--- src/hw/rtl/bxf_pkg.sv ---
// types and constants for the 3x3 rgb box filter
// no dependencies
`default_nettype none

package bxf_pkg;

   localparam int ROW_W   = 12;
   localparam int FW_W    = 11;
   localparam int CSR_W   = 12;
   localparam int SUM_W   = 12;
   localparam int WIN_N   = 6;
   localparam int CENTRE  = 4;

   localparam logic [FW_W-1:0]  FRAME_WIDTH_RESET  = 11'd640;
   localparam logic [ROW_W-1:0] FRAME_HEIGHT_RESET = 12'd480;

   // divide by nine: (sum * 7282) >> 16 is exact for sums up to 2295
   localparam logic [12:0] DIV9_MUL   = 13'd7282;
   localparam int          DIV9_SHIFT = 16;
   localparam int          PROD_W     = 25;

   typedef enum logic {
      KIND_PIXEL = 1'b0,
      KIND_FLUSH = 1'b1
   } kind_type;

   typedef enum logic {
      CSR_FRAME_WIDTH  = 1'b0,
      CSR_FRAME_HEIGHT = 1'b1
   } csr_index_type;

   typedef struct packed {
      logic [7:0] red;
      logic [7:0] green;
      logic [7:0] blue;
   } pixel_type;

   typedef struct packed {
      pixel_type pix;
      logic      frame_end;
   } out_item_type;

   typedef struct packed {
      logic pixel;
      logic drain;
      logic sel_middle;
      logic zero_u;
      logic zero_m;
      logic has_out;
      logic interior;
      logic frame_end;
   } item_ctl_type;

endpackage

`default_nettype wire

--- src/hw/rtl/bxf_out_fifo.sv ---
// two-entry output queue between the pipeline and the result channel
// depends on bxf_pkg
`default_nettype none

module bxf_out_fifo (
   input  logic                  clock,
   input  logic                  reset,
   input  logic                  push,
   input  bxf_pkg::out_item_type push_item,
   output logic                  has_room,
   output logic                  head_valid,
   output bxf_pkg::out_item_type head_item,
   input  logic                  pop_ready
);
   import bxf_pkg::*;

   out_item_type entry_ff [2];
   logic [1:0]   count_ff, count_in;
   logic         wr_ptr_ff, rd_ptr_ff, pop;

   always_comb begin
      has_room   = (count_ff != 2'd2);
      head_valid = (count_ff != 2'd0);
      head_item  = entry_ff[rd_ptr_ff];
      pop        = head_valid && pop_ready;
      count_in   = count_ff + {1'b0, push} - {1'b0, pop};
   end

   always_ff @(posedge clock) begin
      if (reset) begin
         count_ff  <= '0;
         wr_ptr_ff <= 1'b0;
         rd_ptr_ff <= 1'b0;
      end else begin
         count_ff <= count_in;
         if (push) begin
            wr_ptr_ff <= !wr_ptr_ff;
         end
         if (pop) begin
            rd_ptr_ff <= !rd_ptr_ff;
         end
      end
   end

   always_ff @(posedge clock) begin
      if (push) begin
         entry_ff[wr_ptr_ff] <= push_item;
      end
   end

endmodule

`default_nettype wire

--- config.mk ---
export PLATFORM = sky130hd
export DESIGN_NAME = bxf_out_fifo
export DESIGN_NICKNAME = d
export VERILOG_FILES = /design/src/hw/rtl/bxf_pkg.sv /design/src/hw/rtl/bxf_out_fifo.sv
export SDC_FILE = /design/constraint.sdc
export NUM_CORES = 1
export LEC_CHECK = 0
export BUFFER_PORTS_ARGS = -buffer_cell sky130_fd_sc_hd__buf_2
export CAP_MARGIN = 20
export CORE_MARGIN = 1
export CORE_UTILIZATION = 45
export CTS_BUF_LIST = sky130_fd_sc_hd__clkbuf_4 sky130_fd_sc_hd__clkbuf_8
export DETAILED_ROUTE_END_ITERATION = 12
export PLACE_DENSITY = 0.7
export SKIP_LAST_GASP = 1
export SYNTH_ARGS = -nofsm -noshare
export SYNTH_HDL_FRONTEND = slang
export SYNTH_SLANG_ARGS = --single-unit
--- constraint.sdc ---
create_clock -name clock -period 2.4 [get_ports clock]
set_input_delay 0.24 -clock clock [delete_from_list [all_inputs] [get_ports clock]]
set_output_delay 0.24 -clock clock [all_outputs]
set_load 0.1 [all_outputs]
Word-level counts from Yosys, hierarchy flattened
Memory sizes are Yosys's and may differ from the RTL's. A register that Yosys moved wholly into a read port is not among the register bits.
Index checks and enable logic that the tools add are counted.
{ "totals": {"ram_bits": 50, "input_bits": 29, "output_inout_bits": 27, "ff_bits": 4, "elab_cells": 15, "mem_count": 1} }
{ "memory_table": {"columns": ["name", "depth", "word_bits", "read_ports", "rd_clocked_by_memory_dff", "wr", "line_no", "source"], "rows": [
  ["entry_ff", 2, 25, 1, 1, 1, "bxf_out_fifo.sv:17", "out_item_type entry_ff [2];"]
]} }
{ "classes": {"n_mux": 4, "add_sub_neg": 2, "n_eq_ne": 1, "reduce_logical": 4} }
{ "ops": {"columns": ["op", "n"], "rows": [
  ["1-bit two-way mux", 4],
  ["2-bit by 1-bit adder with 2-bit output", 1],
  ["1-bit zero test", 2],
  ["2-bit != test, second input constant", 1],
  ["2-bit nonzero test", 1],
  ["2-bit by 1-bit subtractor with 2-bit output", 1],
  ["1-bit logical AND", 1]
]} }

Depth between registers and ports, before layout
{ "logic_depth": {"word_depth": 4, "ltp_mapped": 6, "depth_no_buf": 6} }

Worst setup path before layout
No wires, ideal clock.
{ "synth_path": {"path_kind": "reg-to-reg", "startpoint": "register wr_ptr_ff", "endpoint": "memory entry_ff[0][0] in the netlist's numbering (enable)", "t_arrival_ps": 1460, "required_time_ps": 1990, "synth_period_minus_slack_ps": 1870, "path_buffers": 0, "stages_incl_launch_ff": 2, "slack_ps": 530, "setup_ps": 410, "cell_sequence": "dfxtp_1 -> nor2b_1"} }
{ "synth_lines": {"columns": ["element", "line_no", "source"], "rows": [
  ["start: declaration", "bxf_out_fifo.sv:19", "logic wr_ptr_ff, rd_ptr_ff, pop;"],
  ["start signal: assignment", "bxf_out_fifo.sv:37", "wr_ptr_ff <= !wr_ptr_ff;"],
  ["end: declaration", "bxf_out_fifo.sv:17", null]
]} }
Straight into the memory's write port.

==> run summary <==
H-Tree Depth: 2
Sequential share of power: 38.5%
Routed WL per cell: 15.46 um
Max-slew headroom: 67.17%
Sw power: 1.332 mW
Post-DR vias/cell: 4.833
Sequential area share after synthesis: 77.72%
HP Class: input pin to register
Critical Path Fanout Max: 16
Die extent in x: 69.67 um
Initial antenna violation count: 0
Period utilization: 84.50%
Residual DRC count: 0
GRT Residual Overflow: 0
Final HPWL DP: 2.303 mm
# IOs: 56
Routability cong.: 0.6838
Peak supply drop: 0.0009187 V
Total Power: 3.068 mW
P_leak: 0.9690 nW
Core box area: 0.004384 mm^2
Post-synthesis cell count: 101
IO buf count: 55
Pre-antenna DRT Iters: 2
Nets: 194
RSZ-0062 raised after global routing: false
Longest Clk Path Bufs: 2
Worst Tran Pin Value: 0.4958 ns
Final hold slack: 0.1180 ns
Largest net degree at the start of global routing: 26
Global-route wire length before repair: 5.382 mm
CTS resizes: 0
Core Rows: 24
Setup bufs post-CTS: 0
PD cells: 1221 mW/mm^2
# hold bufs at CTS: 0
Crit end category: output pin
Post-Route Utilization: 57.31%
Number of global-route vias before repair: 1,089
Register bit total from synthesis: 55
Detail Route Antenna Nets: 0
Worst path required time: 2.16 ns
CTS tree: yes
Mapped Area: 0.002061 mm^2
DR vias: 1,044
Fin. max-slew vios: 0
Slowest CP cell: dfxtp_1
Final min period: 2.028 ns
Syn avg cell area: 20.40 um^2
Final worst slack: 0.3720 ns
Clock share of power: 19.2%
CTS sink cnt: 55
Crit path DAT: 1.79 ns
DRT Wirelength: 3.340 mm
Area grow syn2layout: 21.92%
Setup TNS: 0 ns
Status: completed
Dpl ws: 0.6701 ns
CP Launch Type: register
Starting density of the core: 47.00%
Switch share: 43.41%
Final setup violating endpoints: 0
Clk_skew: 0.009743 ns
CP Class: register to output pin
Max-cap violations: 0
Reg clk slew, reported paths: 0.10 ns
Cell family with the largest share of critical-path delay: flip-flops
Starting DRT DRC Count: 66
Root Buffer: clkbuf_8
Final Hold Viols: 0
Netlist cell types: 15
Cts bufs inserted: 5
Synthesized Nets: 132
Share of cells above drive strength 1: 57.32%
Internal power: 1.736 mW
Die ar.: 0.004854 mm^2
Worst path max stage delay: 0.62 ns
GRT Total Usage: 14.71%
Filler instances: 362
Fmax: 493.1 MHz
Count of yosys warnings during synthesis: 0
Power share of the combinational group: 42.3%
Worst-path cell chain: buf_12 > mux2_2 > buf_2
Clock Latency Late Sink: 0.31 ns
Ant. Diodes: 0
Die Height: 69.67 um
Bufs and invs on worst path: 2
[worst paths after layout]
kind / from / end / slack [ns] / cells past startpoint
setup / recovery: register / head_item[24] / 0.37 / 3
hold reg to reg: wr_ptr_ff / wr_ptr_ff / 0.59 / 2
setup reg to reg: count_ff[1] / count_ff[1] / 0.97 / 6
hold / removal: push_item[1] / entry_ff[1][1] / 0.12 / 1
[final cells by class]
class / instances / area [um^2] / area share [%]
sequential: 55 / 1602 / 63.75
tap: 52 / 65.06 / 2.590
timing repair buffer: 58 / 310.3 / 12.35
inverter: 2 / 7.507 / 0.2988
multi-input combinational: 41 / 420.4 / 16.73
clock inverter: 3 / 38.79 / 1.544
clock buffer: 5 / 68.82 / 2.739
[metal layers]
metal	part of all wire (%)	up-vias	routed length [um]	global-route usage, %
met5	0	-	0	0
met4	1.3	0	44	4.667
met3	6.3	5	212	5.669
met2	52	36	1724	24.70
met1	41	500	1359	17.49
li1	-	503	-	-
[kinds of logic (layout without fill, tap and decap cells)]
group	count (synthesis)	in the layout	share of synthesized area [%]
and+or+nand+nor	9	9	2.247
DFF	55	55	77.72
buffers and inverters	5	68	2.004
AOI/OAI and AO/OA	1	1	0.3644
muxes	27	27	14.94
xor gates and xnor gates	2	2	1.518
adders and majority gates	2	2	1.214
[through the flow]
stage	instance area (um^2)	std cells
6_report	2512	216
5_1_grt	2512	216
4_1_cts	2512	216
3_5_place_dp	2405	208
3_3_place_gp	2405	208
2_1_floorplan	2061	101
[cell usage after synthesis]
library cell / n / area (um^2)
inv_1: 2 / 7.510
or2_2: 1 / 6.260
xnor3_1: 1 / 22.52
xnor2_1: 1 / 8.760
ha_1: 2 / 25.02
o21a_1: 1 / 7.510
and2_1: 1 / 6.260
edfxtp_1: 50 / 1501
nor2_1: 3 / 11.26
mux2_2: 26 / 292.8
nand2_1: 1 / 3.750
mux2_4: 1 / 15.01
buf_6: 3 / 33.78
nor2b_1: 3 / 18.77
dfxtp_1: 5 / 100.1
[power by group through the flow]
stage / sequential (mW) / combinational, mW / clock, mW
after floorplan: 1.18 / 1.16 / 0
after global placement: 1.20 / 1.29 / 0
after detailed placement: 1.21 / 1.31 / 0
after CTS: 1.18 / 1.31 / 0.605
after global routing: 1.19 / 1.35 / 0.643
final: 1.18 / 1.30 / 0.588
[state kept, by name, indices dropped and copies added (netlist names), named ones only]
register   flops
rd_ptr_ff      1
entry_ff      50
count_ff       2
wr_ptr_ff      1
[placed cells by master, fill, tap and decap left out, types with 2 or more instances in the layout]
master,n
buf_2,55
edfxtp_1,50
mux2_2,26
dfxtp_1,5
clkbuf_8,5
nor2_1,3
inv_1,2
nor2b_1,2
ha_1,2
buf_4,2
(Power assumes the default switching activity.)
