==> config.mk <==
export PLATFORM = sky130hd
export DESIGN_NAME = bxf_ctrl
export DESIGN_NICKNAME = d
export VERILOG_FILES = /design/src/hw/rtl/bxf_pkg.sv /design/src/hw/rtl/bxf_ctrl.sv
export SDC_FILE = /design/constraint.sdc
export NUM_CORES = 1
export LEC_CHECK = 0
export BUFFER_PORTS_ARGS = -buffer_cell sky130_fd_sc_hd__buf_2
export CAP_MARGIN = 20
export CELL_PAD_IN_SITES_DETAIL_PLACEMENT = 2
export CELL_PAD_IN_SITES_GLOBAL_PLACEMENT = 2
export CORE_MARGIN = 5
export CORE_UTILIZATION = 40
export CTS_CLUSTER_DIAMETER = 30
export DETAILED_ROUTE_END_ITERATION = 8
export MAX_ROUTING_LAYER = met4
export PLACE_DENSITY_LB_ADDON = 0.3
export SETUP_SLACK_MARGIN = 0.05
export SYNTH_ARGS = -nofsm -noshare
export SYNTH_HDL_FRONTEND = slang
export SYNTH_SLANG_ARGS = --single-unit
==> constraint.sdc <==
create_clock -name clock -period 5 [get_ports clock]
set_clock_uncertainty 0.15 [all_clocks]
set_input_delay 0.75 -clock clock [delete_from_list [all_inputs] [get_ports clock]]
set_output_delay 0.75 -clock clock [all_outputs]
set_load 0.01 [all_outputs]
==> src/hw/rtl/bxf_pkg.sv <==
// types and constants for the 3x3 rgb box filter
// no dependencies
`default_nettype none

package bxf_pkg;

   localparam int ROW_W   = 12;
   localparam int FW_W    = 11;
   localparam int CSR_W   = 12;
   localparam int SUM_W   = 12;
   localparam int WIN_N   = 6;
   localparam int CENTRE  = 4;

   localparam logic [FW_W-1:0]  FRAME_WIDTH_RESET  = 11'd640;
   localparam logic [ROW_W-1:0] FRAME_HEIGHT_RESET = 12'd480;

   // divide by nine: (sum * 7282) >> 16 is exact for sums up to 2295
   localparam logic [12:0] DIV9_MUL   = 13'd7282;
   localparam int          DIV9_SHIFT = 16;
   localparam int          PROD_W     = 25;

   typedef enum logic {
      KIND_PIXEL = 1'b0,
      KIND_FLUSH = 1'b1
   } kind_type;

   typedef enum logic {
      CSR_FRAME_WIDTH  = 1'b0,
      CSR_FRAME_HEIGHT = 1'b1
   } csr_index_type;

   typedef struct packed {
      logic [7:0] red;
      logic [7:0] green;
      logic [7:0] blue;
   } pixel_type;

   typedef struct packed {
      pixel_type pix;
      logic      frame_end;
   } out_item_type;

   typedef struct packed {
      logic pixel;
      logic drain;
      logic sel_middle;
      logic zero_u;
      logic zero_m;
      logic has_out;
      logic interior;
      logic frame_end;
   } item_ctl_type;

endpackage

`default_nettype wire

==> src/hw/rtl/bxf_ctrl.sv <==
// frame registers, input and output position counters, per-item decode
// depends on bxf_pkg
`default_nettype none

module bxf_ctrl #(
   parameter int MAX_WIDTH = 1024
) (
   input  logic                         clock,
   input  logic                         reset,
   input  logic                         csr_write_en,
   input  logic                         csr_index,
   input  logic [bxf_pkg::CSR_W-1:0]    csr_wdata,
   input  logic                         accept,
   input  logic                         req_kind,
   output logic                         s1_load,
   output bxf_pkg::item_ctl_type        item_ctl,
   output logic [$clog2(MAX_WIDTH)-1:0] item_addr
);
   import bxf_pkg::*;

   localparam int CW = $clog2(MAX_WIDTH);
   localparam int WW = ($clog2(MAX_WIDTH + 1) > FW_W) ? $clog2(MAX_WIDTH + 1) : FW_W;

   logic [FW_W-1:0]  frame_width_ff;
   logic [ROW_W-1:0] frame_height_ff;
   logic [CW-1:0]    in_col_ff, in_col_in, out_col_ff, out_col_in;
   logic [ROW_W-1:0] in_row_ff, in_row_in, out_row_ff, out_row_in;

   logic [WW-1:0]    w_eff, in_col_p1, out_col_p1;
   logic [ROW_W-1:0] h_eff;
   logic [ROW_W:0]   h_ext, out_row_p1;
   logic             drain, pixel, emit, last;

   always_ff @(posedge clock) begin
      if (reset) begin
         frame_width_ff  <= FRAME_WIDTH_RESET;
         frame_height_ff <= FRAME_HEIGHT_RESET;
      end else if (csr_write_en) begin
         case (csr_index)
            CSR_FRAME_WIDTH:  frame_width_ff  <= csr_wdata[FW_W-1:0];
            CSR_FRAME_HEIGHT: frame_height_ff <= csr_wdata[ROW_W-1:0];
            default: ;
         endcase
      end
   end

   always_comb begin
      if (frame_width_ff == '0) begin
         w_eff = WW'(1);
      end else if (WW'(frame_width_ff) > WW'(MAX_WIDTH)) begin
         w_eff = WW'(MAX_WIDTH);
      end else begin
         w_eff = WW'(frame_width_ff);
      end
      h_eff      = (frame_height_ff == '0) ? ROW_W'(1) : frame_height_ff;
      h_ext      = {1'b0, h_eff};
      in_col_p1  = WW'(in_col_ff) + WW'(1);
      out_col_p1 = WW'(out_col_ff) + WW'(1);
      out_row_p1 = {1'b0, out_row_ff} + (ROW_W+1)'(1);

      drain = (in_row_ff >= h_eff);
      pixel = !drain && (req_kind == KIND_PIXEL);
      last  = (out_row_p1 >= h_ext) && (out_col_p1 >= w_eff);

      item_ctl.pixel      = pixel;
      item_ctl.drain      = drain;
      item_ctl.sel_middle = (out_row_p1 >= h_ext);
      item_ctl.zero_u     = (in_row_ff < ROW_W'(2));
      item_ctl.zero_m     = (in_row_ff == '0);
      item_ctl.has_out    = drain || (in_row_ff >= ROW_W'(2))
                         || ((in_row_ff == ROW_W'(1)) && (in_col_ff != '0));
      item_ctl.interior   = (out_row_ff != '0) && (out_row_p1 < h_ext)
                         && (out_col_ff != '0) && (out_col_p1 < w_eff);
      item_ctl.frame_end  = last;

      emit      = drain || (pixel && item_ctl.has_out);
      s1_load   = accept && (drain || pixel);
      item_addr = drain ? out_col_ff : in_col_ff;
   end

   always_comb begin
      in_col_in  = in_col_ff;
      in_row_in  = in_row_ff;
      out_col_in = out_col_ff;
      out_row_in = out_row_ff;
      if (accept && pixel) begin
         if (in_col_p1 >= w_eff) begin
            in_col_in = '0;
            in_row_in = in_row_ff + ROW_W'(1);
         end else begin
            in_col_in = in_col_p1[CW-1:0];
         end
      end
      if (accept && emit) begin
         if (last) begin
            in_col_in  = '0;
            in_row_in  = '0;
            out_col_in = '0;
            out_row_in = '0;
         end else if (out_col_p1 >= w_eff) begin
            out_col_in = '0;
            out_row_in = out_row_ff + ROW_W'(1);
         end else begin
            out_col_in = out_col_p1[CW-1:0];
         end
      end
   end

   always_ff @(posedge clock) begin
      if (reset) begin
         in_col_ff  <= '0;
         in_row_ff  <= '0;
         out_col_ff <= '0;
         out_row_ff <= '0;
      end else begin
         in_col_ff  <= in_col_in;
         in_row_ff  <= in_row_in;
         out_col_ff <= out_col_in;
         out_row_ff <= out_row_in;
      end
   end

endmodule

`default_nettype wire

After elaboration in Yosys (flattened, before gate mapping). Index checks and enable logic that the tools add are counted.

Multipliers: 0. Bitwise gates (word level): 2. $lt $le $gt $ge: 9. Divide/modulo/power cells: 0. Equality and inequality tests: 1. Muxes and demuxes: 16. Shifts and indexed selects: 0. $add $sub $neg: 5. Reductions and logical operators: 25.

Operators with widths (count): $mux 12 (7); $mux 10 (7); $add 12x1->12 const B (2); $logic_not 12->1 (2); $add 10x1->11 const B (2); $ge 11x11->1 (2); $mux 11 (2); $reduce_bool 10->1 (2); $add 12x1->13 const B (1); $ge 13x12->1 (1); $lt 13x12->1 (1); $eq 12x1->1 const B (1); $ge 12x12->1 (1); $ge 12x2->1 const B (1); $lt 12x2->1 const B (1); $reduce_bool 12->1 (1); $gt 11x11->1 const B (1); $logic_not 11->1 (1); $lt 11x11->1 (1); $logic_and 1x1->1 (10); $reduce_and 2->1 (3); $logic_or 1x1->1 (4); $not 1->1 (2); $reduce_bool 2->1 (1); $logic_not 1->1 (1).

Output and inout port bits: 19. Register bits after elaboration: 67. Memory bits (read-only): 0. Logic and storage cells: 64. Memories: 0. Input port bits: 18. Bits in latches: 0. Memory bits (writable): 0.

Logic depth before layout (Yosys ltp). Gate-level depths: netlist (run 1).

Depth in word-level cells: 9. Mapped depth: 14.

Worst setup path before layout (run 1). Ideal clock, no wire load.

Path kind: reg2out. Start: reg out_col_ff[0]. End: out item_ctl[0] (netlist name). Path slack: 1566 ps. Arrival: 2534 ps. Buffers on the path: 1. Required time: 4100 ps. Cell stages (with the launch flop): 13. Cells stage by stage: dfxtp_1 > nand3_1 > nor2_1 > and3_1 > nand3_1 > xnor2_1 > ha_1 > a21oi_1 > nand2_1 > a211oi_1 > nor2b_1 > a31oi_1 > buf_4.

Longest elaborated chain between the ends: 3.

Ends and longest elaborated chain: start, declared (RTL line bxf_ctrl.sv:26) `logic [CW-1:0] in_col_ff, in_col_in, out_col_ff, out_col_in;`; start signal, assigned (RTL line bxf_ctrl.sv:118) `out_col_ff <= out_col_in;`; $add 10x1->11 (RTL line bxf_ctrl.sv:58) `out_col_p1 = WW'(out_col_ff) + WW'(1);`; $ge 11x11->1 (RTL line bxf_ctrl.sv:63) `last = (out_row_p1 >= h_ext) && (out_col_p1 >= w_eff);`; $logic_and 1x1->1 (RTL line bxf_ctrl.sv:63); end, declared (RTL line bxf_ctrl.sv:16) `output bxf_pkg::item_ctl_type item_ctl,`.

Every way passes these cells.

==> results of run 1 <==
[where the power goes]
group / total (mW) / internal, mW / switching (mW)
Combinational: 0.133 / 0.0438 / 0.0891
Sequential: 0.560 / 0.546 / 0.0144
Clock: 0.613 / 0.362 / 0.251
Total: 1.31 / 0.952 / 0.355
[worst max-delay path by stage]
stage	from	endpoint	slack, ns	depth (start not counted)
3_5_place_dp	out_col_ff[2]$_SDFFE_PP0P_	item_ctl[0]	0.97	12
5_1_grt	out_col_ff[2]$_SDFFE_PP0P_	item_ctl[0]	0.30	12
6_report	out_col_ff[2]$_SDFFE_PP0P_	item_ctl[0]	0.60	12
3_3_place_gp	out_col_ff[0]$_SDFFE_PP0P_	item_ctl[0]	1.05	12
4_1_cts	out_col_ff[2]$_SDFFE_PP0P_	item_ctl[0]	0.56	12
2_1_floorplan	out_col_ff[0]$_SDFFE_PP0P_	item_ctl[0]	1.57	12
[Yosys cell counts (2+ instances only)]
| cell type | n |
|---|---|
| nor3_1 | 5 |
| o32ai_1 | 11 |
| buf_6 | 3 |
| nand2b_1 | 3 |
| xnor2_1 | 18 |
| inv_1 | 42 |
| nand4_1 | 15 |
| o211ai_1 | 4 |
| a221oi_1 | 3 |
| ha_1 | 56 |
| o31ai_1 | 12 |
| or2_2 | 2 |
| nand2_1 | 94 |
| nor4_1 | 13 |
| buf_1 | 2 |
| mux2_2 | 6 |
| o21ai_1 | 2 |
| nand3_1 | 34 |
| nand3b_1 | 4 |
| or4_4 | 5 |
| and2_1 | 2 |
| nand4b_1 | 2 |
| and3_1 | 7 |
| clkbuf_1 | 15 |
| o21ai_0 | 20 |
| a211oi_1 | 2 |
| xor2_1 | 9 |
| and4_1 | 3 |
| or2_1 | 2 |
| or3_1 | 10 |
| a31oi_1 | 8 |
| buf_4 | 3 |
| a221oi_2 | 20 |
| a21o_1 | 11 |
| a21oi_1 | 35 |
| clkinv_1 | 2 |
| dfxtp_1 | 67 |
| a31o_2 | 2 |
| buf_2 | 9 |
| nor2_1 | 17 |
| or4_1 | 6 |
| nor2b_1 | 4 |
[sequential cells by signal, indices dropped and copies added (netlist names)]
register,count
in_row_ff,12
in_col_ff,10
out_col_ff,10
frame_width_ff,11
frame_height_ff,12
out_row_ff,12
[per-layer routing]
| layer | track usage [%] | vias to the layer above |
|---|---|---|
| met5 | - | - |
| met3 | 4.04 | 27 |
| met1 | 31.2 | 2436 |
| li1 | - | 2261 |
| met4 | 9.03 | 0 |
| met2 | 44.4 | 93 |
[stage by stage]
stage               setup WS, ns  cells
floorplan                   1.57    605
finish                     0.599    799
global route               0.305    799
global placement            1.05    783
CTS                        0.564    799
detailed placement         0.975    783
[area by class of cell]
cell class,count,area [sq um],area share (%)
clock buffer,14,264,4.77
clock inverter,2,10.0,0.181
inverter,44,165,2.99
multi-input combinational,462,3320,59.9
sequential,67,1340,24.2
tap,168,210,3.80
timing repair buffer,42,225,4.07
[kinds of logic after synthesis]
| group | synth area share [%] |
|---|---|
| buf+inv | 6.63 |
| xor+xnor | 4.75 |
| compound gates | 22.2 |
| simple gates | 24.1 |
| fa+ha+maj | 14.1 |
| mux | 1.36 |
| flops | 26.9 |
[critical path: stages (launching register included)]
cell and delay [ns]:
dfxtp_1 0.47, nand3_1 0.26, nor2_1 0.26, and3_1 0.28, nand3_1 0.15, xnor2_1 0.22, ha_1 0.29, a21oi_1 0.14
nand2_1 0.07, a211oi_1 0.38, nor2b_1 0.38, a31oi_1 0.10, buf_2 0.16
==> metrics, run 1 <==
status finished, final reports clean; total vias in the final route just under 5000; hold_sp frame_height_ff[11]$_SDFFE_PP0P_; GPL Wtd Cong 0.823; CP Class register to output port; initial antenna violation count 0; largest cells by area after synthesis dfxtp_1 (27%), ha_1 (14%), nand2_1 (7.1%), a221oi_2 (6.0%), a21oi_1 (3.5%); critical path data required time ~4 ns; pwr/cell area around 240 nW/um^2; Routed WL per cell between 20 and 25 um; Core Util, Final about 46%; Initial Utilization about two fifths; Mapped Area between 4000 and 5000 sq um; Post-route DRC 0; max-slew violation total from the final report 0; Syn Nets 679; worst min-delay path class register to register; CTS H-tree depth 3; worst skew pair latency 0.34 ns; hold slack final between 0.3 and 0.4 ns; FF+latch count, synth 67; design area about 5500 sq um; CTS tree yes; synth-to-layout area growth 11.1%; FF-to-FF End in_row_ff[7]$_SDFF_PP0_; synthesized area per cell approximately 8.2 sq um; vias per std cell 6.03; worst hold endpoint frame_height_ff[11]$_SDFFE_PP0P_; first-pass GRT wire length between 20000 and 30000 um; Worst R2R Start out_col_ff[2]$_SDFFE_PP0P_; prevailing post-synth register cell dfxtp_1; GRT Residual Overflow 0; wirelength, routed 18000 um; PortBufs 36; DRT iter0 DRCs between 200 and 300; Reg clk slew, reported paths ~0.060 ns; max_cap viols 0; largest net degree at the start of global routing 42; Antenna Nets Post-Route 0; DRT Pass-1 Iters 6; Fin Setup TNS 0 ns; DR WL met3 ~550 um; Async SR Flop Fraction 0%; die footprint ~15000 sq um; hold_buf cts 0; Pwr Total 1.31 mW; Layout Nets 700; Worst Path Max Fanout 7; M1 wire length approximately 7800 um; post-CTS sizing 0; Top Layer Used met4; vias in the first global route 5311; Ports 37; critical path arrival 3.50 ns; Post-CTS Setup Repair Bufs 0; YS warnings 0; cell taking the most area after synthesis dfxtp_1; # rows 40; reg2reg setup slack about 1.1 ns; die height 122 um; number of diodes 0; max_slew headroom 46.9%; Final Hold Fails 0; R2R depth 13; CP startpoint kind register; Root Driver clkbuf_16; All-Layer GR Usage roughly a quarter; Final Cycle Share 88.0%; endpoints failing setup 0; post-synth cell types 57; core area about 12000 sq um; Setup crit end kind output port; FMAX roughly 230 MHz; Post-DP Area roughly 5300 sq um; most common cell after layout, fill and taps aside nand2_1; Final min period between 4 and 5 ns; met2 routed WL roughly 9200 um; Num CTS Buffers 9; layout cells sized above 1 roughly 16%; most frequent cells in the layout nand2_1 (94), dfxtp_1 (67), ha_1 (56); cell count after synthesis about 610; Worst-Margin Slew between 0.7 and 0.8 ns; Max Root-Sink Buffers 2; number of synthesized flops with an enable pin 0; Leakage around 2.1 nW; Sink Count 67; worst vdd ir 0.000111 V; post-synthesis sequential area ratio between 20% and 30%; DIE WIDTH 122 um; # fillers 1395; WHS Path Cells 2; top cell type's share of synthesized area between 20% and 30%; unrepaired setup endpoints after global routing false; Post-DP HPWL around 13000 um
Note: power is estimated with default switching activity, not from simulation.
==> inputs of run 2 (changes only) <==
clock period = 5.27 ns   (was 5 ns; I/O delays follow)
==> run 2 against run 1 <==
Net effect: sequential cell count unchanged; sequential power decreased by 5.2%; combinational power decreased by 5%; largest power group unchanged; highest routed layer unchanged.
==> metrics, run 2 (synthesis results as in run 1) <==
GPL Wtd Cong approximately 0.84; GRT Residual Overflow 0; Final min period 4.47 ns; Root Driver clkbuf_16; hold_buf cts 0; max-slew violation total from the final report 0; endpoints failing setup 0; top flop regs frame_height_ff x12, in_row_ff x12, out_row_ff x12; CP Class register to output port; Final Cycle Share roughly 85%; pwr/cell area about 230 nW/um^2; # rows 40; wirelength, routed 18100 um; most frequent cells in the layout nand2_1 (94), dfxtp_1 (67), ha_1 (56); Worst-Margin Slew ~0.9 ns; Layout Nets 700; Worst Path Max Fanout 7; die height approximately 120 um; sw frac 26.7%; Max Root-Sink Buffers 2; DIE WIDTH around 120 um; worst min-delay path class register to register; worst skew pair latency 0.35 ns; FMAX roughly 220 MHz; Final Hold Fails 0; number of diodes 0; CTS H-tree depth 3; Routed WL per cell about 23 um; status finished, final reports clean; layout cells sized above 1 about 16%; Antenna Nets Post-Route 0; critical path arrival approximately 3.5 ns; Internal approximately 950 uW; DRT iter0 DRCs 184; R2R depth 13; max_slew headroom approximately 38%; critical path data required time 4.33 ns; DRT Pass-1 Iters 4; initial antenna violation count 0; die footprint approximately 15000 sq um; post-CTS sizing 0; CTS tree yes; largest net degree at the start of global routing 42; first-pass GRT wire length 29200 um; Fin Setup TNS 0 ns; Post-DP HPWL between 10000 and 15000 um; clock share of power approximately half; worst vdd ir ~0.00015 V; Setup crit end kind output port; WHS Path Cells 2; Reg clk slew, reported paths 0.06 ns; Post-route DRC 0; Sink Count 67; vias in the first global route between 5000 and 6000; Net Switching 346 uW; All-Layer GR Usage 26.2%; max_cap viols 0; most common cell after layout, fill and taps aside nand2_1; total vias in the final route roughly 4800; Post-CTS Setup Repair Bufs 0; Core Util, Final 45.9%; synth-to-layout area growth 11.7%; PortBufs 36; reg2reg setup slack roughly 1.0 ns; unrepaired setup endpoints after global routing false; Leakage between 2 and 2.5 nW; combinational share of power under 10%; Num CTS Buffers 9; vias per std cell 5.95; Ports 37; CP startpoint kind register; core area 12100 sq um; sequential cell fraction of total power 40.9%; Initial Utilization around 41%
[run 2: per-stage QoR]
step	hold slack [ns]	power (mW)	setup WS (ns)	instance area, sq um	std cells
detailed placement	0.329	0.667	1.05	5260	783
finish	0.345	1.30	0.800	5560	799
global route	0.363	1.34	0.545	5560	799
CTS	0.340	1.31	0.792	5560	799
global placement	0.310	0.657	1.17	5260	783
floorplan	0.286	0.618	1.80	4980	605
[run 2: metal layers]
| metal | routed length [um] | share of wire [%] | track usage [%] | vias up |
|---|---|---|---|---|
| met5 | 0 | 0 | - | - |
| met4 | 398 | 2.2 | 9.52 | 0 |
| met3 | 434 | 2.4 | 3.44 | 26 |
| met2 | 9390 | 52 | 46.4 | 70 |
| met1 | 7880 | 44 | 30.3 | 2394 |
| li1 | - | - | - | 2263 |
[run 2: final cells by class]
| type | count | area, sq um |
|---|---|---|
| repair buffers | 42 | 225 |
| fillers | 1379 | 6550 |
| inverters | 44 | 165 |
| flip-flops and latches | 67 | 1340 |
| well taps | 168 | 210 |
| clock buffers | 12 | 256 |
| clock inverters | 4 | 48.8 |
| multi-input cells | 462 | 3320 |
[run 2: worst paths after layout]
path / endpoint / start
setup / recovery: item_ctl[0] / out_col_ff[2]$_SDFFE_PP0P_
hold / removal: frame_height_ff[2]$_SDFFE_PP0P_ / frame_height_ff[2]$_SDFFE_PP0P_
setup reg to reg: out_row_ff[8]$_SDFFE_PP0P_ / out_col_ff[0]$_SDFFE_PP0P_
hold reg to reg: frame_height_ff[2]$_SDFFE_PP0P_ / frame_height_ff[2]$_SDFFE_PP0P_
[run 2: critical path, cell delays in order, from the launching register on]
cell and delay [ns]:
dfxtp_1 0.48, nand3_1 0.25, nor2_1 0.27, and3_1 0.28, nand3_1 0.15, xnor2_1 0.17
ha_1 0.32, a21oi_1 0.15, nand2_1 0.07, a211oi_1 0.38, nor2b_1 0.40, a31oi_1 0.09
buf_2 0.16
[run 2: power by group through the flow]
| stage | Clock, mW | Sequential, mW | Combinational, mW |
|---|---|---|---|
| 4_1_cts | 0.651 | 0.531 | 0.127 |
| 3_5_place_dp | 0 | 0.542 | 0.126 |
| 2_1_floorplan | 0 | 0.535 | 0.0831 |
| 6_report | 0.639 | 0.531 | 0.127 |
| 3_3_place_gp | 0 | 0.541 | 0.116 |
| 5_1_grt | 0.672 | 0.532 | 0.140 |
==> inputs of run 3 (changes only) <==
ABC_AREA = 1   (was default)
CORE_UTILIZATION = 31   (was 40)
clock period = 3.87 ns   (was 5.27 ns; I/O delays follow)
==> run 3 against run 2 <==
Net effect: worst setup slack got worse by 0.52 ns; non-clock buffer count increased by 4; first-iteration DRC count decreased by 0.54%; critical path type unchanged; highest routed layer unchanged.
==> metrics, run 3 <==
status finished, final reports clean; PortBufs 36; CP startpoint kind register; CTS H-tree depth 3; core area 16500 sq um; endpoints failing setup 0; Worst-Margin Slew approximately 0.57 ns; Async SR Flop Fraction 0%; Final Cycle Share a little over 90%; YS warnings 0; Synth Area in Adders 13.5%; wirelength, routed 17700 um; Initial Utilization 31.5%; initial antenna violation count 0; WHS Path Cells 2; sequential cell fraction of total power roughly two fifths; layout cells sized above 1 between 10 and 15%; R2R depth 16; most instantiated cells after synthesis nand2_1 (195), inv_1 (108), nor2_1 (68); largest cells by area after synthesis dfxtp_1 (26%), nand2_1 (14%), ha_1 (13%), inv_1 (7.8%), nand3_1 (5.1%); unrepaired setup endpoints after global routing false; max-slew violation total from the final report 0; top-count cell post-synth nand2_1; Internal about 1.4 mW; crit-path cells ha_1, nand2_1, nor2_4, nand3_1, xor2_2, inv_1, ha_1, a21o_1, a21oi_1, nand2_1, nor2_2, nand3_1, nor3_2, buf_2; Mapped Area between 5000 and 6000 sq um; first-pass GRT wire length between 20000 and 30000 um; Compound-Gate Fraction of Synth Area about an eighth; DRT Pass-1 Iters 4; largest family of logic cells by synthesized area simple AND/OR/NAND/NOR gates; sw frac around 25%; All-Layer GR Usage between 10% and 20%; GPL Wtd Cong 0.876; max_cap viols 0; cell taking the most area after synthesis dfxtp_1; Reg clk slew, reported paths about 0.060 ns; max incr delay on CP roughly 0.37 ns; Syn Nets 848; number of diodes 0; number of synthesized flops with an enable pin 0; die height 140 um; synthesized area per cell between 6 and 7 sq um; prevailing post-synth register cell dfxtp_1; worst hold endpoint frame_width_ff[6]$_SDFFE_PP0P_; combinational share of power under 10%; hold_sp frame_width_ff[6]$_SDFFE_PP0P_; Root Driver clkbuf_16; pwr/cell area approximately 300 nW/um^2; cell count after synthesis 774; CP Class register to output port; post-synthesis sequential area ratio between 20% and 30%; FF+latch count, synth 67; Post-route DRC 0; top cell type's share of synthesized area 25.8%; vias per std cell about 5.0; Pwr Total ~1.8 mW; post-route non-filler standard cell count 1030; synth-to-layout area growth 14.1%; critical path arrival approximately 2.9 ns; hold_buf cts 0; max_slew headroom between 60% and 70%; worst min-delay path class register to register; post-synthesis mux area share 0%; CP max stage cell dfxtp_2; reg2reg setup slack approximately 0.66 ns; worst vdd ir 0.000213 V; Sink Count 67; Layout Nets 881; Fin Setup TNS 0 ns; Setup crit end kind output port; die footprint between 15000 and 20000 sq um; FMAX 279 MHz; Max Root-Sink Buffers 2; top flop regs frame_height_ff x12, in_row_ff x12, out_row_ff x12; FF-to-FF End in_col_ff[2]$_SDFF_PP0_; Ports 37; most frequent cells in the layout nand2_1 (195), inv_1 (108), nor2_1 (66); GRT Residual Overflow 0; worst skew pair latency 0.34 ns; post-synth cell types 38; Worst Path Max Fanout 5; # rows 47; clock share of power roughly half; critical path data required time between 3 and 4 ns; Post-DP HPWL 14200 um; vias in the first global route roughly 5700; DRT iter0 DRCs ~180; post-synthesis xor/xnor area fraction under 10%; DIE WIDTH 140 um; most common cell after layout, fill and taps aside nand2_1; Routed WL per cell around 17 um; total vias in the final route 5154; Net Switching ~450 uW; Leakage 2.87 nW; placed cell count 1013; Final Hold Fails 0; CP Launch Point out_row_ff[0]$_SDFFE_PP0P_; Post-Synth Simple-Gate Area 32.7%; CTS tree yes; Final min period between 3 and 4 ns; Antenna Nets Post-Route 0; Num CTS Buffers 9; largest net degree at the start of global routing 37; Worst R2R Start out_row_ff[0]$_SDFFE_PP0P_
-- run 3: cell types whose count changed after synthesis, sizes merged, moves of 24 or more --
cell    change
nand3      +25
o21ai      +29
nand2     +106
inv        +68
nor2       +60
a221oi     -24
-- run 3: area by class of cell --
class / count / area, sq um
Clock inverter: 2 / 60.1
Clock buffer: 12 / 256
Multi-Input combinational cell: 571 / 3310
Fill cell: 1993 / 10600
Tap cell: 220 / 275
Sequential cell: 67 / 1350
Timing Repair Buffer: 46 / 268
Inverter: 112 / 420
-- run 3: stage by stage --
stage / area [sq um] / hold slack, ns / worst slack (ns) / utilization [%]
finish: 5930 / 0.334 / 0.283 / 35.9
global route: 5930 / 0.344 / 0.0383 / 35.9
CTS: 5870 / 0.329 / 0.0930 / 35.5
detailed placement: 5550 / 0.333 / 0.358 / 33.6
global placement: 5550 / 0.315 / 0.640 / 33.6
floorplan: 5200 / 0.294 / 0.690 / -
-- run 3: worst max-delay path: cells and delay by family, from the launching register on --
family / cells / cell delay, ns
xor gates and xnor gates: 1 / 0.19
AOI/OAI and AO/OA: 2 / 0.32
and+or+nand+nor: 7 / 0.89
DFF: 1 / 0.37
adders and majority gates: 2 / 0.51
buffers and inverters: 2 / 0.23
-- run 3: layer usage --
metal  global-route usage (%)  wire length (um)  vias up
li1                         -                 -     2565
met1                     23.3              8160     2514
met2                     32.6              8750       54
met3                     2.88               547       21
met4                     5.56               279        0
met5                        -                 0        -
-- run 3: worst max-delay path by stage --
stage                   to  slack (ns)
2_1_floorplan  item_ctl[0]        0.69
3_3_place_gp   item_ctl[0]        0.64
3_5_place_dp   item_ctl[0]        0.36
4_1_cts        item_ctl[1]        0.09
5_1_grt        item_ctl[1]        0.04
6_report       item_ctl[1]        0.28
-- run 3: cell families after synthesis --
| kind of cell | after synthesis |
|---|---|
| flip-flops | 67 |
| XOR/XNOR | 21 |
| adder cells (fa/ha/maj) | 56 |
| AND/OR/NAND/NOR | 377 |
| AO/OA/AOI/OAI | 117 |
| buffers and inverters | 136 |
-- run 3: power by group through the flow --
stage / Sequential (mW) / Combinational (mW) / Clock (mW)
after global placement: 0.732 / 0.167 / 0
after floorplan: 0.729 / 0.120 / 0
after global routing: 0.720 / 0.204 / 0.956
after CTS: 0.718 / 0.180 / 0.928
after detailed placement: 0.733 / 0.178 / 0
final: 0.718 / 0.179 / 0.911
-- run 3: timing repair --
action | 4_1_cts | 5_1_grt
setup endpoints to repair | 3 | 3
gates resized for setup | 2 | 7
endpoints found under the hold margin | 0 | 0
setup buffers | 0 | 2
pin swaps | 0 | 1
